--- src/hdl/dpbt_pkg.sv ---
package dpbt_pkg;

    // operation codes of a request
    localparam logic [1:0] OP_LOAD_PENALTY = 2'd0;
    localparam logic [1:0] OP_SAMPLE       = 2'd1;
    localparam logic [1:0] OP_FETCH        = 2'd2;

    // configuration register indexes
    localparam logic [1:0] CFG_GAP_MIN  = 2'd0;
    localparam logic [1:0] CFG_GAP_MAX  = 2'd1;
    localparam logic [1:0] CFG_TAIL_LEN = 2'd2;

    // configuration reset values
    localparam logic [7:0] GAP_MIN_RST  = 8'd31;
    localparam logic [7:0] GAP_MAX_RST  = 8'd83;
    localparam logic [8:0] TAIL_LEN_RST = 9'd103;

    typedef struct packed {
        logic [1:0]  operation;
        logic [7:0]  gap;
        logic [23:0] value;
        logic        last;
    } dpbt_req_t;

    typedef struct packed {
        logic [11:0] beat_frame;
        logic        last_beat;
        logic        none_left;
    } dpbt_res_t;

    // commands from the controller to the datapath
    typedef struct packed {
        logic load_pen;
        logic fetch;
        logic frame_init;
        logic scan_issue;
        logic write_frame;
        logic tail_init;
        logic bt_start;
        logic bt_write;
        logic bt_next;
        logic track_done;
    } dpbt_cmd_t;

    // status from the datapath to the controller
    typedef struct packed {
        logic frame_full;
        logic scan_empty;
        logic scan_end;
        logic bp_none;
    } dpbt_status_t;

endpackage

--- src/hdl/dpbt_ctrl.sv ---
module dpbt_ctrl
    import dpbt_pkg::*;
(
    input  logic         clk,
    input  logic         rst_n,
    input  logic         start,
    input  dpbt_req_t    request,
    input  dpbt_status_t status,
    output dpbt_cmd_t    cmd,
    output logic         busy
);

    typedef enum logic [3:0] {
        ST_IDLE,
        ST_SCAN,
        ST_DRAIN,
        ST_WRITE,
        ST_TAIL_INIT,
        ST_TAIL_SCAN,
        ST_TAIL_DRAIN,
        ST_BT_START,
        ST_BT_RD,
        ST_BT_WAIT
    } state_t;

    state_t state_reg;
    state_t state_next;
    logic   last_reg;
    logic   last_next;
    logic   busy_reg;

    // next state and commands
    always_comb
    begin
        cmd        = '0;
        state_next = state_reg;
        last_next  = last_reg;
        case (state_reg)
            ST_IDLE:
            begin
                if (start)
                begin
                    case (request.operation)
                        OP_LOAD_PENALTY:
                        begin
                            cmd.load_pen = 1'b1;
                        end
                        OP_SAMPLE:
                        begin
                            last_next = request.last;
                            if (!status.frame_full)
                            begin
                                cmd.frame_init = 1'b1;
                                state_next     = ST_SCAN;
                            end
                            else if (request.last)
                            begin
                                state_next = ST_TAIL_INIT;
                            end
                        end
                        OP_FETCH:
                        begin
                            cmd.fetch = 1'b1;
                        end
                        default:
                        begin
                        end
                    endcase
                end
            end
            ST_SCAN:
            begin
                if (status.scan_empty)
                begin
                    state_next = ST_DRAIN;
                end
                else
                begin
                    cmd.scan_issue = 1'b1;
                    if (status.scan_end)
                    begin
                        state_next = ST_DRAIN;
                    end
                end
            end
            ST_DRAIN:
            begin
                state_next = ST_WRITE;
            end
            ST_WRITE:
            begin
                cmd.write_frame = 1'b1;
                state_next      = last_reg ? ST_TAIL_INIT : ST_IDLE;
            end
            ST_TAIL_INIT:
            begin
                cmd.tail_init = 1'b1;
                state_next    = ST_TAIL_SCAN;
            end
            ST_TAIL_SCAN:
            begin
                if (status.scan_empty)
                begin
                    state_next = ST_TAIL_DRAIN;
                end
                else
                begin
                    cmd.scan_issue = 1'b1;
                    if (status.scan_end)
                    begin
                        state_next = ST_TAIL_DRAIN;
                    end
                end
            end
            ST_TAIL_DRAIN:
            begin
                state_next = ST_BT_START;
            end
            ST_BT_START:
            begin
                cmd.bt_start = 1'b1;
                state_next   = ST_BT_RD;
            end
            ST_BT_RD:
            begin
                cmd.bt_write = 1'b1;
                state_next   = ST_BT_WAIT;
            end
            ST_BT_WAIT:
            begin
                if (status.bp_none)
                begin
                    cmd.track_done = 1'b1;
                    state_next     = ST_IDLE;
                end
                else
                begin
                    cmd.bt_next = 1'b1;
                    state_next  = ST_BT_RD;
                end
            end
            default:
            begin
                state_next = ST_IDLE;
            end
        endcase
    end

    // state and registered outputs
    always_ff @(posedge clk or negedge rst_n)
    begin
        if (!rst_n)
        begin
            state_reg <= ST_IDLE;
            last_reg  <= 1'b0;
            busy_reg  <= 1'b0;
        end
        else
        begin
            state_reg <= state_next;
            last_reg  <= last_next;
            busy_reg  <= (state_next != ST_IDLE);
        end
    end

    assign busy = busy_reg;

endmodule

--- config.mk ---
export PLATFORM = sky130hd
export DESIGN_NAME = dpbt_ctrl
export DESIGN_NICKNAME = d
export VERILOG_FILES = /design/src/hdl/dpbt_pkg.sv /design/src/hdl/dpbt_ctrl.sv
export SDC_FILE = /design/constraint.sdc
export NUM_CORES = 1
export LEC_CHECK = 0
export ABC_AREA = 1
export BUFFER_PORTS_ARGS = -buffer_cell sky130_fd_sc_hd__buf_2
export CAP_MARGIN = 20
export CORE_MARGIN = 2
export CORE_UTILIZATION = 34
export DETAILED_ROUTE_END_ITERATION = 10
export PLACE_DENSITY = 0.91
export SYNTH_ARGS = -nofsm -noshare
export SYNTH_HDL_FRONTEND = slang
export SYNTH_SLANG_ARGS = --single-unit
--- constraint.sdc ---
create_clock -name clk -period 2.3 [get_ports clk]
set_clock_uncertainty 0.1 [all_clocks]
set_input_delay 0.115 -clock clk [delete_from_list [all_inputs] [get_ports clk]]
set_output_delay 0.115 -clock clk [all_outputs]
set_load 0.01 [all_outputs]
==> impl_results.rst <==
.. list-table::
   :header-rows: 1

   * - Metric
     - Value
   * - Result of the run
     - finished clean
   * - Startpoint-to-endpoint class of the critical path
     - reg2out
   * - Path type of the worst min-delay path
     - in2reg
   * - Library cells used by synthesis
     - 16
   * - Number of cells after detailed placement
     - 107
   * - Async SR Flop Fraction
     - 1.00
   * - Syn. warnings
     - 0
   * - Yosys top cell area share
     - 0.331
   * - Number of global-route vias before repair
     - 422
   * - Leading cell type by number of instances after synthesis
     - sky130_fd_sc_hd__inv_1
   * - Clock tree from TritonCTS
     - done
   * - Hold_ws
     - 0.0827 ns
   * - Final instance count without filler cells
     - 111
   * - GRT overflow
     - 0
   * - Mean cell area of the mapped netlist
     - 6.31 µm²
   * - Placer's final routability congestion estimate
     - 0.691
   * - Cells after synthesis
     - 72
   * - Min-delay src
     - status[1]
   * - Clk Latency, worst-skew pair
     - 0.24 ns
   * - WP data arrival
     - 1.32 ns
   * - Fill cell total of the finished layout
     - between 100 and 150
   * - Number of nets in the final layout
     - 140
   * - Global-route wire length before repair
     - around 1.5 mm
   * - Number of buffers inserted during clock tree synthesis
     - 3
   * - # diodes
     - 0
   * - FF-to-FF Start
     - state_reg[1]
   * - Max frequency
     - 650 MHz
   * - Max Cap Viol
     - 0
   * - Pwr Density
     - roughly 1100 nW/µm²
   * - Number of flip-flops under the largest register name
     - 4
   * - Post-Place Worst Slack
     - roughly 1 ns
   * - Pin count of the biggest net entering global routing
     - 7
   * - Synthesis-stage register bit count
     - 6
   * - Number of top-level design ports
     - 53
   * - Critical path peak fanout
     - 6
   * - Post-synthesis instance area
     - 454 µm²
   * - Transition time at the pin with the least slew margin
     - 0.236 ns
   * - Number of H-tree levels
     - 1
   * - Worst hold path endpoint
     - state_reg[1]
   * - Setup slack of the most critical reg-to-reg path
     - 0.99 ns
   * - Total clock sinks
     - 6
   * - DIE AREA
     - 1640 µm²
   * - Clock slew at reported path FFs
     - 0.05 ns
   * - Setup TNS Final
     - 0 ns
   * - Cell row count
     - 13
   * - Cells along the critical path
     - nor2_1 -> nand2_2 -> nor2_2 -> nand2_2 -> inv_1 -> buf_2
   * - Final Max Tran Viols
     - 0
   * - Gr usage total
     - 0.140
   * - Predominant post-synthesis flop cell
     - sky130_fd_sc_hd__dfrtp_1
   * - Most numerous cell types in the synthesized netlist
     - sky130_fd_sc_hd__inv_1 (18), sky130_fd_sc_hd__nand2_1 (11), sky130_fd_sc_hd__nor2_1 (11), sky130_fd_sc_hd__dfrtp_1 (6), sky130_fd_sc_hd__nand2_2 (5)
   * - Avg WL per Cell
     - 8.39 µm
   * - Number of vias per cell after detailed routing
     - around 4.4
   * - Fraction of the yosys area taken by sequential cells
     - 0.331
   * - Kind of end point of the critical path
     - primary output
   * - Die outline height
     - 40.6 µm
   * - Initial Utilization
     - 0.358
   * - Peak per-stage delay on the critical path
     - 0.43 ns
   * - Setup repair after global routing missed its margin
     - false
   * - I/O Buffers
     - 20
   * - Standard cell with the maximum stage delay on the critical path
     - sky130_fd_sc_hd__dfrtp_1
   * - Top cells by area, synth
     - sky130_fd_sc_hd__dfrtp_1 (33%), sky130_fd_sc_hd__inv_1 (15%), sky130_fd_sc_hd__nand2_1 (9.1%), sky130_fd_sc_hd__nor2_1 (9.1%), sky130_fd_sc_hd__nand2_2 (6.9%)
   * - Category of the worst setup path launch point
     - flip-flop
   * - Capture instance of the worst register-to-register path
     - busy
   * - Nets in the synthesized netlist
     - about 110
   * - Setup slack of the critical path after layout
     - 0.760 ns
   * - CORE AREA
     - 1270 µm²
   * - Post-route DRC violation count
     - 0
   * - Setup-failing EPs final
     - 0
   * - Max rail drop VDD
     - 0.000518 V
   * - Root cell of the clock tree
     - sky130_fd_sc_hd__clkbuf_4
   * - P&R area growth vs syn
     - 33.3%
   * - Detailed-route via count
     - 488
   * - Tmin final
     - 1.54 ns
   * - Tightest slew margin relative to the limit
     - 0.841
   * - Number of hold violations in the final report
     - 0
   * - Reported leakage power
     - 0.405 nW
   * - Antenna violations before repair
     - 0
   * - Period utilization
     - 0.669
   * - Worst reg-to-reg path cell count
     - 8
   * - Final wirelength
     - 931 µm
   * - Cell taking the most area after synthesis
     - sky130_fd_sc_hd__dfrtp_1
   * - Dpl hpwl
     - about 800 µm
   * - Chip Width
     - roughly 41 µm
   * - Antenna Nets Post-Route
     - 0
   * - Worst hold stages
     - 4
   * - Iteration-0 DRC Markers
     - 4
   * - Number of buffers between clock root and the deepest sink
     - 2
   * - Number of flops mapped to enable cells by yosys
     - 0
   * - CP dominant cell by count
     - sky130_fd_sc_hd__nand2_2
   * - Buffer count from post-CTS setup fixing
     - 0
   * - Fraction of final layout cells sized beyond drive strength 1
     - 0.385
   * - Number of iterations in the first detailed-routing pass
     - 2
   * - Data required time at the worst endpoint
     - 2.09 ns
   * - Total power consumption of the routed design
     - between 0.0006 and 0.0007 W
-- critical path, delay by kind of cell (launching register included) --
kind | cells | cell delay, ns
buf+inv | 2 | 0.15
flops | 1 | 0.43
simple gates | 4 | 0.50
-- where the power goes --
part           switching (W)  internal (W)  total [W]
Clock              0.0000383     0.0000591  0.0000973
Sequential         0.0000534      0.000155   0.000209
Combinational       0.000225      0.000134   0.000358
-- stage by stage --
stage / cell area, µm² / util
6_report: 606 / 0.477
5_1_grt: 606 / 0.477
4_1_cts: 606 / 0.477
3_5_place_dp: 573 / 0.452
3_3_place_gp: 573 / 0.452
2_1_floorplan: 454 / -
-- routing by layer --
layer	part of all wire	GRT usage	vias to the layer above
li1	-	-	260
met4	0	0.0750	0
met1	0.44	0.168	219
met5	0	0	-
met3	0.047	0.0167	0
met2	0.52	0.238	9
-- cells by family after synthesis --
kind of cell           after synthesis  synth area share
AO/OA/AOI/OAI                        4            0.0523
buffers and inverters               20             0.165
flip-flops                           6             0.331
AND/OR/NAND/NOR                     42             0.452
-- final cells by class --
type                            count  area (µm²)  share of cell area
Clock buffer                        3        22.5              0.0372
Multi-Input combinational cell     46         229               0.378
Timing Repair Buffer               21         110               0.182
Inverter                           20        75.1               0.124
Sequential cell                     6         150               0.248
Tap cell                           15        18.8              0.0310
-- cells in the final DEF (no fill, tap or decap), drive strengths merged, types with 2 or more instances in the layout --
cell	n
clkbuf	3
o21ai	3
nor3	2
nand3	4
inv	20
dfrtp	6
buf	20
nand2	16
nor4	2
nor2	16
-- what timing repair did --
item / 4_1_cts / 5_1_grt
hold buffers: 1 / 0
gates resized for setup: 0 / 0
endpoints found under the hold margin: 6 / 0
-- worst max-delay path by stage --
stage / startpoint / to / slack [ns] / cells after the start
floorplan: state_reg[3] / cmd[8] / 1.06 / 3
global placement: state_reg[1] / busy / 1.02 / 8
detailed placement: state_reg[1] / busy / 1.0 / 8
CTS: state_reg[3] / cmd[7] / 0.74 / 6
global route: state_reg[0] / cmd[7] / 0.66 / 6
finish: state_reg[3] / cmd[7] / 0.76 / 6
No activity file was read; power rests on OpenSTA's default activity.
